===== src/rtl/salc_pkg.sv =====
// salc_pkg: shared constants, codes, handshake structs and the saturating add
// for the set-associative lru cache model. no dependencies.
package salc_pkg;

   localparam int MAX_SET_BITS_DEF = 6;
   localparam int MAX_WAYS_DEF     = 8;

   localparam int ADDR_W     = 64;
   localparam int STAMP_W    = 64;
   localparam int CNT_W      = 32;
   localparam int OP_W       = 2;
   localparam int CSR_IDX_W  = 2;
   localparam int CSR_DATA_W = 6;

   localparam logic [OP_W-1:0] OP_MODIFY = 2'd2;
   localparam logic [OP_W-1:0] OP_OTHER  = 2'd3;

   localparam logic [CSR_IDX_W-1:0] CSR_SET_BITS = 2'd0;
   localparam logic [CSR_IDX_W-1:0] CSR_WAYS     = 2'd1;
   localparam logic [CSR_IDX_W-1:0] CSR_OFFSET   = 2'd2;

   typedef struct packed {
      logic clear;
      logic en;
      logic last;
   } scan_ctl_type;

   typedef struct packed {
      logic found;
      logic empty_vld;
      logic done;
   } scan_sts_type;

   function automatic logic [CNT_W-1:0] sat_add(input logic [CNT_W-1:0] v,
                                                input logic [1:0]       inc);
      logic [CNT_W:0] sum;
      sum = {1'b0, v} + {{(CNT_W-1){1'b0}}, inc};
      return sum[CNT_W] ? {CNT_W{1'b1}} : sum[CNT_W-1:0];
   endfunction

endpackage


===== src/rtl/salc_scan.sv =====
// salc_scan: shared compare unit, one way per cycle: tag match, empty way
// tracking and running minimum of last-use stamps. depends on salc_pkg.
module salc_scan
   import salc_pkg::*;
#(
   parameter int WAY_W = 3
) (
   input  logic                 clock,
   input  logic                 reset,
   input  scan_ctl_type         ctl,
   input  logic [WAY_W-1:0]     way,
   input  logic                 line_vld,
   input  logic [ADDR_W-1:0]    tag_q,
   input  logic [ADDR_W-1:0]    tag_ref,
   input  logic [STAMP_W-1:0]   stamp_q,
   output scan_sts_type         sts,
   output logic [WAY_W-1:0]     hit_way,
   output logic [WAY_W-1:0]     empty_way,
   output logic [WAY_W-1:0]     lru_way
);

   logic               found_ff, found_in;
   logic               empty_vld_ff, empty_vld_in;
   logic               first_ff, first_in;
   logic [WAY_W-1:0]   hit_way_ff, hit_way_in;
   logic [WAY_W-1:0]   empty_way_ff, empty_way_in;
   logic [WAY_W-1:0]   lru_way_ff, lru_way_in;
   logic [STAMP_W-1:0] min_stamp_ff, min_stamp_in;
   logic               match;
   logic               older;

   assign match = line_vld && (tag_q == tag_ref);
   assign older = stamp_q < min_stamp_ff;

   always_comb begin
      found_in     = found_ff;
      empty_vld_in = empty_vld_ff;
      first_in     = first_ff;
      hit_way_in   = hit_way_ff;
      empty_way_in = empty_way_ff;
      lru_way_in   = lru_way_ff;
      min_stamp_in = min_stamp_ff;
      if (ctl.clear) begin
         found_in     = 1'b0;
         empty_vld_in = 1'b0;
         first_in     = 1'b1;
      end else if (ctl.en && !found_ff) begin
         if (match) begin
            found_in   = 1'b1;
            hit_way_in = way;
         end else if (!line_vld) begin
            empty_vld_in = 1'b1;
            empty_way_in = way;
         end
         // strict compare keeps the lowest way on a tie
         if (first_ff || older) begin
            first_in     = 1'b0;
            min_stamp_in = stamp_q;
            lru_way_in   = way;
         end
      end
   end

   always_ff @(posedge clock) begin
      if (reset) begin
         found_ff     <= 1'b0;
         empty_vld_ff <= 1'b0;
         first_ff     <= 1'b1;
      end else begin
         found_ff     <= found_in;
         empty_vld_ff <= empty_vld_in;
         first_ff     <= first_in;
      end
      hit_way_ff   <= hit_way_in;
      empty_way_ff <= empty_way_in;
      lru_way_ff   <= lru_way_in;
      min_stamp_ff <= min_stamp_in;
   end

   assign sts.found     = found_ff;
   assign sts.empty_vld = empty_vld_ff;
   assign sts.done      = ctl.en && (ctl.last || match);
   assign hit_way       = hit_way_ff;
   assign empty_way     = empty_way_ff;
   assign lru_way       = lru_way_ff;

endmodule


===== config.mk =====
export PLATFORM = sky130hd
export DESIGN_NAME = salc_scan
export DESIGN_NICKNAME = d
export VERILOG_FILES = /design/src/rtl/salc_pkg.sv /design/src/rtl/salc_scan.sv
export SDC_FILE = /design/constraint.sdc
export NUM_CORES = 1
export LEC_CHECK = 0
export BUFFER_PORTS_ARGS = -buffer_cell sky130_fd_sc_hd__clkbuf_2
export CAP_MARGIN = 10
export CORE_MARGIN = 5
export CORE_UTILIZATION = 52
export CTS_CLUSTER_DIAMETER = 200
export DETAILED_ROUTE_END_ITERATION = 12
export PLACE_DENSITY = 0.89
export SETUP_SLACK_MARGIN = 0.4
export SLEW_MARGIN = 15
export SYNTH_ARGS = -nofsm -noshare
export SYNTH_HDL_FRONTEND = slang
export SYNTH_SLANG_ARGS = --single-unit

===== constraint.sdc =====
create_clock -name clock -period 8.7 [get_ports clock]
set_input_delay 0.435 -clock clock [delete_from_list [all_inputs] [get_ports clock]]
set_output_delay 0.435 -clock clock [all_outputs]
set_load 0.02 [all_outputs]

# Word level (Yosys, flattened, before mapping)
# Cells that the tools add are included.
# op_classes
order_cmp	1
n_eq_ne	1
n_bitwise	3
n_reduce_logical	13
# op_table
operator	count
64-bit equality test	1
64-bit less-than comparator	1
3-bit AND reduction	3
2-bit AND reduction	2
4-bit AND reduction	1
1-bit logical AND	3
1-bit NOT	3
1-bit logical OR	2
2-bit OR reduction	1
1-bit zero test	1
# word_totals
ff_bits	76
in_bits	201
out_inout_bits	12
wordCells	25

# Longest topological paths before layout
# Gate-level depths: netlist (run 1).
# depth
word_depth	4
mapped_depth	8
ltp_nobuf	8

# Worst setup path after synthesis (run 1)
# OpenSTA, ideal clock, no wires.
# synth_path
path_kind	input-to-reg
from	in stamp_q[53]
to	reg lru_way_ff[0], in the netlist lru_way[0] (enable)
setup_time_ns	0.532
t_arrival_ns	5.171
required_ns	8.168
slack_ns	2.997
stages	7
path_buffers	0
cell_sequence	ha_1 -> a21o_1 -> a21o_1 -> a221oi_1 -> o31ai_1 -> a2111o_1 -> a31oi_1
# synth_via
elab_chain_len	3
# synth_rtl
item	line	text
start: declaration	salc_scan.sv:15	input logic [STAMP_W-1:0] stamp_q,
64-bit less-than comparator	salc_scan.sv:33	assign older = stamp_q < min_stamp_ff;
1-bit logical OR	salc_scan.sv:56	if (first_ff || older) begin
3-bit AND reduction (no source line)	-	
end signal: assignment	salc_scan.sv:76	lru_way_ff <= lru_way_in;
end: declaration	salc_scan.sv:27	logic [WAY_W-1:0] lru_way_ff, lru_way_in;
# No other way between the ends.
# A chain may end at the register's enable or synchronous reset.

# Final worst setup path (run 1)
# layout_path
from	reg min_stamp_ff[51]
to	reg lru_way_ff[1], in the netlist lru_way[1] (enable)
# layout_via
elab_chain_len	3
# layout_rtl
item	line	text
start: declaration	salc_scan.sv:28	logic [STAMP_W-1:0] min_stamp_ff, min_stamp_in;
start signal: assignment	salc_scan.sv:77	min_stamp_ff <= min_stamp_in;
64-bit less-than comparator	salc_scan.sv:33	
1-bit logical OR	salc_scan.sv:56	
3-bit AND reduction (no source line)	-	
# No other way between the ends.

==> results of run 1 <==
-- path summary, 6_finish.rpt --
kind              slack, ns  cells past startpoint               end        startpoint
setup / recovery       4.98                      9        lru_way[1]  min_stamp_ff[51]
hold / removal         0.30                      1  min_stamp_ff[10]       stamp_q[10]
setup reg to reg       4.98                      9        lru_way[1]  min_stamp_ff[51]
hold reg to reg        0.48                      1      empty_vld_ff      empty_vld_ff
-- flip-flops by register name (all words and copies together), names as in the netlist --
name / count
lru_way: 3
empty_way: 3
first_ff: 1
empty_vld_ff: 1
min_stamp_ff: 64
found_ff: 1
hit_way: 3
-- per-layer routing --
layer	vias to the layer above	track usage (%)
met5	-	0
met4	0	7.956
met3	29	7.213
met2	160	44.90
met1	1862	25.10
li1	2000	-
-- cell usage in the layout, fill, tap and decap left out, types with 2 or more instances in the layout --
master | netlist | routed
nor2_1 | 13 | 13
clkbuf_1 | 0 | 2
xnor2_1 | 28 | 28
clkbuf_2 | 0 | 212
a21oi_1 | 27 | 27
nand2_1 | 24 | 24
nand4_1 | 16 | 16
o21a_1 | 4 | 4
o211ai_1 | 3 | 3
clkinv_2 | 0 | 3
o21ai_0 | 10 | 10
a2111o_1 | 5 | 5
and4_1 | 2 | 2
nand3_1 | 3 | 3
nor4_1 | 10 | 10
nor2b_1 | 10 | 10
dfxtp_1 | 3 | 3
a21o_1 | 7 | 7
a22o_1 | 3 | 3
nand2b_1 | 6 | 6
a221oi_1 | 2 | 2
o22ai_1 | 7 | 7
nor3_1 | 5 | 5
inv_1 | 84 | 84
clkbuf_8 | 0 | 9
ha_1 | 63 | 63
xor2_1 | 12 | 12
edfxtp_1 | 73 | 73
-- synth_stat cells (2+ instances only) --
cell,count
buf_4,2
xnor2_1,28
o21ai_0,10
nand2_1,24
o21a_1,4
nor2_1,13
a22o_1,3
dfxtp_1,3
nand4_1,16
o211ai_1,3
nor4_1,10
a221oi_1,2
xor2_1,12
inv_1,84
a21oi_1,27
o22ai_1,7
nor3_1,5
nand3_1,3
nand2b_1,6
a21o_1,7
nor2b_1,10
edfxtp_1,73
and4_1,2
ha_1,63
a2111o_1,5
-- report_power, final --
group          switching, µW  internal [µW]  total [µW]  leakage [µW]
registers               4.45            419         424      0.000706
clock network            124            132         255     0.0000931
logic                   81.9           80.0         162       0.00226
-- per-stage QoR --
stage                     instances  power [µW]  setup slack, ns  utilization (%)  cell area (µm²)
after global routing            772       885.0            4.781            69.66             6135
final                           772       840.9            4.980            69.66             6135
after global placement          755       582.3            4.934            67.55             5948
after floorplan                 436       513.5            2.997                -             4745
after detailed placement        755       594.3            4.777            67.55             5948
after CTS                       771       846.6            4.956            69.64             6132
-- logic make-up after synthesis --
logic type	after synthesis	synth area share (%)
AND/OR/NAND/NOR	93	10.55
XOR/XNOR	40	7.384
adder cells (fa/ha/maj)	63	16.61
AO/OA/AOI/OAI	78	11.02
flip-flops	76	47.47
buffers and inverters	86	6.962
-- cell type report --
cell class                 instances  area (µm²)  area share, %
inverter                          84       315.3          5.140
tap                              108       135.1          2.203
antenna                            1       2.502        0.04079
timing repair buffer             213        1069          17.42
sequential                        76        2252          36.71
clock inverter                     5       52.55         0.8566
clock buffer                      11       131.4          2.142
multi-input combinational        274        2177          35.49
==> flow_summary.json, run 1 <==
{
  "synth.top_cell.area_share_pct": 46.20,
  "status": "finished clean",
  "cts_sinks": 76,
  "rsz0062_at_grt": "false",
  "coreArea_um2": 8806,
  "synthesis.nets": 700,
  "vias": 4051,
  "critPathBufInv": 2,
  "overflow": 0,
  "async_reset_ff_share_pct": 0,
  "ys_types": 39,
  "synth_area_leader_cell": "edfxtp_1",
  "drt-total-wl_um": 13510,
  "path_cells": "inv_1 -> ha_1 -> a21oi_1 -> o21ai_0 -> a221oi_1 -> o31ai_1 -> a2111o_1 -> a31oi_4 -> buf_4",
  "irDropWorstVdd_uv": 93.99,
  "drc": 0,
  "fillers": 674,
  "clkSlewWorstSetupHoldPaths_ns": 0.09,
  "synth_ff_type": "edfxtp_1",
  "slew_headroom_pct": 25.05,
  "max-cap-violations": 0,
  "clock_path_buffers": 2,
  "syn-cell-area_um2": 4745,
  "drt-met1-wl_um": 4871,
  "hold_ws_ns": 0.2959,
  "tns_ns": 0,
  "cts_tree": "done",
  "drive_gt1_share_pct": 35.14,
  "post_cts_buffers": 0,
  "fin_skew_ns": 0.01755,
  "fp.dieW_um": 105.5,
  "drtIter0Drc": 205,
  "cts_htree_levels": 3,
  "endpoint_kind": "register",
  "area.growth.synth_to_final_pct": 29.30,
  "drt_pass1_iterations": 4,
  "path_max_fanout": 34,
  "grt_pass1_wl_um": 20820,
  "ys_seq_elements": 76,
  "cp.required_ns": 8.66,
  "p_per_area_nw_per_um2": 137.1,
  "finalHoldViolCount": 0,
  "fin_crit_sh_pct": 42.76,
  "yosysSeqAreaShare_pct": 47.47,
  "p_leak_uw": 0.003055,
  "max_freq_mhz": 268.8,
  "setup_viol": 0,
  "io_pins": 213,
  "cts_buffers": 9,
  "slowest_stage": "a31oi_4",
  "critPathMaxStageDelay_ns": 0.89,
  "crit_family": "compound AO/OA/AOI/OAI gates",
  "antenna_found_initial": 1,
  "vias_per_cell": 5.247,
  "ant_nets": 0,
  "path_class": "register to register",
  "yosys-top-cells-area": "edfxtp_1 (46%), ha_1 (17%), inv_1 (6.6%), xnor2_1 (5.2%), a21oi_1 (2.8%)",
  "wl_met2_um": 7294,
  "highest_layer": "met4",
  "nNetsFinal": 922,
  "die_h_um": 105.5,
  "worst_pin_slew_ns": 1.124,
  "routedWlPerCell_um": 17.50,
  "grt_pass1_vias": 4496,
  "rows": 34,
  "numPortBuffers": 212,
  "synth_area_per_cell_um2": 10.88,
  "gp_congestion": 0.9851,
  "final_max_slew_viol_count": 0,
  "cp.arrival_ns": 3.68,
  "hold_path_class": "input pin to register",
  "ctsHoldBuffers": 0,
  "grt_start_max_net_pins": 35,
  "fin_crit_ns": 3.720,
  "start_util_pct": 53.88,
  "track_usage_pct": 23.80,
  "synth_edf_count": 73,
  "cts_root_buf": "clkbuf_8",
  "place_hpwl_um": 11880,
  "clock_latency_ns": 0.33,
  "die-area_um2": 11130,
  "cts_resized": 0,
  "startpoint_type": "register",
  "yosys_warnings": 0,
  "wl_met3_um": 992,
  "syn-instance-count": 436
}
No activity file was read; power rests on OpenSTA's default activity.
==> run 2: changes to the inputs <==
--- a/config.mk
+++ b/config.mk
@@ -8,10 +8,10 @@
 export BUFFER_PORTS_ARGS = -buffer_cell sky130_fd_sc_hd__clkbuf_2
 export CAP_MARGIN = 10
 export CORE_MARGIN = 5
-export CORE_UTILIZATION = 52
+export CORE_UTILIZATION = 43
 export CTS_CLUSTER_DIAMETER = 200
 export DETAILED_ROUTE_END_ITERATION = 12
-export PLACE_DENSITY = 0.89
+export PLACE_DENSITY = 0.79
 export SETUP_SLACK_MARGIN = 0.4
 export SLEW_MARGIN = 15
 export SYNTH_ARGS = -nofsm -noshare
==> constraint.sdc (replaced) <==
create_clock -name clock -period 3.1 [get_ports clock]
set_input_delay 0.155 -clock clock [delete_from_list [all_inputs] [get_ports clock]]
set_output_delay 0.155 -clock clock [all_outputs]
set_load 0.02 [all_outputs]
==> run 2 against run 1 <==
Critical path depth unchanged. Combinational power increased to 3.1 times the previous value. Largest power group unchanged. Routed wire length increased by 3.0%. Clock power increased to 3.1 times the previous value. Sequential power increased to 2.8 times the previous value.
==> flow_summary.json, run 2 (synthesis gave the netlist of run 1 again) <==
{
  "fp.dieW_um": 115.0,
  "path_class": "input pin to register",
  "cts_buffers": 9,
  "slowest_stage": "dlygate4sd3_1",
  "place_hpwl_um": 11780,
  "mostFrequentLayoutCells": "clkbuf_2 (212), inv_1 (83), edfxtp_1 (73)",
  "nNetsFinal": 966,
  "top_register": "min_stamp_ff",
  "slew_headroom_pct": 52.77,
  "start_util_pct": 43.77,
  "fin_ws_ns": 0.5155,
  "clock_path_buffers": 2,
  "cts_root_buf": "clkbuf_8",
  "fin_crit_ns": 2.585,
  "ant_nets": 0,
  "vias": 4250,
  "critPathMaxStageDelay_ns": 0.53,
  "critPathBufInv": 3,
  "hold_path_class": "input pin to register",
  "max_freq_mhz": 386.9,
  "total_power_uw": 2479,
  "routedWlPerCell_um": 16.38,
  "clock_latency_ns": 0.34,
  "cts_sinks": 76,
  "die-area_um2": 13230,
  "antenna_found_initial": 4,
  "p_per_area_nw_per_um2": 371.1,
  "numPortBuffers": 212,
  "drt_pass1_iterations": 4,
  "startpoint_type": "input pin",
  "drc": 0,
  "rows": 38,
  "crit_family": "compound AO/OA/AOI/OAI gates",
  "final_max_slew_viol_count": 0,
  "endpoint_kind": "register",
  "setup_viol": 0,
  "path_max_fanout": 23,
  "post-place-ws_ns": 0.4593,
  "status": "finished clean",
  "coreArea_um2": 10840,
  "gp_congestion": 0.9547,
  "grt_pass1_wl_um": 21020,
  "irDropWorstVdd_uv": 208.2,
  "path_cells": "dlygate4sd3_1 -> clkbuf_2 -> ha_1 -> and4_1 -> a221oi_2 -> o31ai_1 -> a2111o_1 -> a31oi_4 -> buf_6",
  "clkSlewWorstSetupHoldPaths_ns": 0.08,
  "drt-total-wl_um": 13920,
  "cts_tree": "done",
  "p_leak_uw": 0.003258,
  "drtIter0Drc": 191,
  "fin_crit_sh_pct": 83.37,
  "track_usage_pct": 20.62,
  "cp.arrival_ns": 2.61,
  "overflow": 0,
  "grt_pass1_vias": 4618,
  "final_common_cell": "clkbuf_2",
  "finalHoldViolCount": 0,
  "area.growth.synth_to_final_pct": 40.80,
  "cp.required_ns": 3.12,
  "worst_pin_slew_ns": 0.7020,
  "rsz0062_at_grt": "false",
  "fin_skew_ns": 0.01548,
  "grt_start_max_net_pins": 37,
  "drive_gt1_share_pct": 33.90,
  "io_pins": 213,
  "max-cap-violations": 0,
  "die_h_um": 115.0,
  "vias_per_cell": 5.000,
  "tns_ns": 0,
  "cts_htree_levels": 3,
  "largest_reg_flops": 64,
  "hold_ws_ns": 0.01837
}
## run 2: cell count changes in the layout (fill, tap and decap cells not counted), sizes merged
cell | previous run | this run
buf | 1 | 3
bufinv | 1 | 2
dlygate4sd3 | 0 | 42
clkbuf | 223 | 221
diode | 1 | 5
clkinvlp | 1 | 0
## run 2: per-layer routing
metal	vias to the layer above	track usage, %	part of all wire [%]
li1	2097	-	-
met1	1950	20.84	35
met2	170	38.35	54
met3	33	5.526	7.2
met4	0	10.95	4.0
met5	-	0	0
## run 2: path summary, 6_finish.rpt
path / startpoint / to / slack (ns) / cells past startpoint
worst max-delay path: stamp_q[55] / min_stamp_ff[44] / 0.52 / 9
worst min-delay path: stamp_q[18] / min_stamp_ff[18] / 0.02 / 1
worst max register to register: min_stamp_ff[51] / min_stamp_ff[44] / 0.55 / 9
worst min register to register: empty_vld_ff / empty_vld_ff / 0.47 / 1
## run 2: what timing repair did
item,in CTS,in global routing
endpoints found under the hold margin,42,0
endpoints found under the setup margin,0,23
hold buffers,42,0
setup buffers,0,0
resized for setup,0,2
## run 2: layout make-up
| cell class | count | area [µm²] |
|---|---|---|
| clock inverter | 5 | 78.83 |
| antenna | 5 | 12.51 |
| fill | 892 | 4160 |
| inverter | 84 | 315.3 |
| sequential | 76 | 2252 |
| multi-input combinational | 274 | 2202 |
| clock buffer | 9 | 123.9 |
| timing repair buffer | 257 | 1520 |
| tap | 140 | 175.2 |
## run 2: through the flow
| step | util (%) | instances | cell area [µm²] |
|---|---|---|---|
| global route | 61.60 | 849 | 6678 |
| finish | 61.62 | 850 | 6680 |
| detailed placement | 55.67 | 789 | 6035 |
| floorplan | - | 436 | 4778 |
| global placement | 55.67 | 789 | 6035 |
| CTS | 61.42 | 845 | 6658 |
## run 2: report_power, final
group	internal, µW	switching, µW	total [µW]
Sequential	1180	11.3	1190
Clock	443	342	785
Combinational	264	243	507
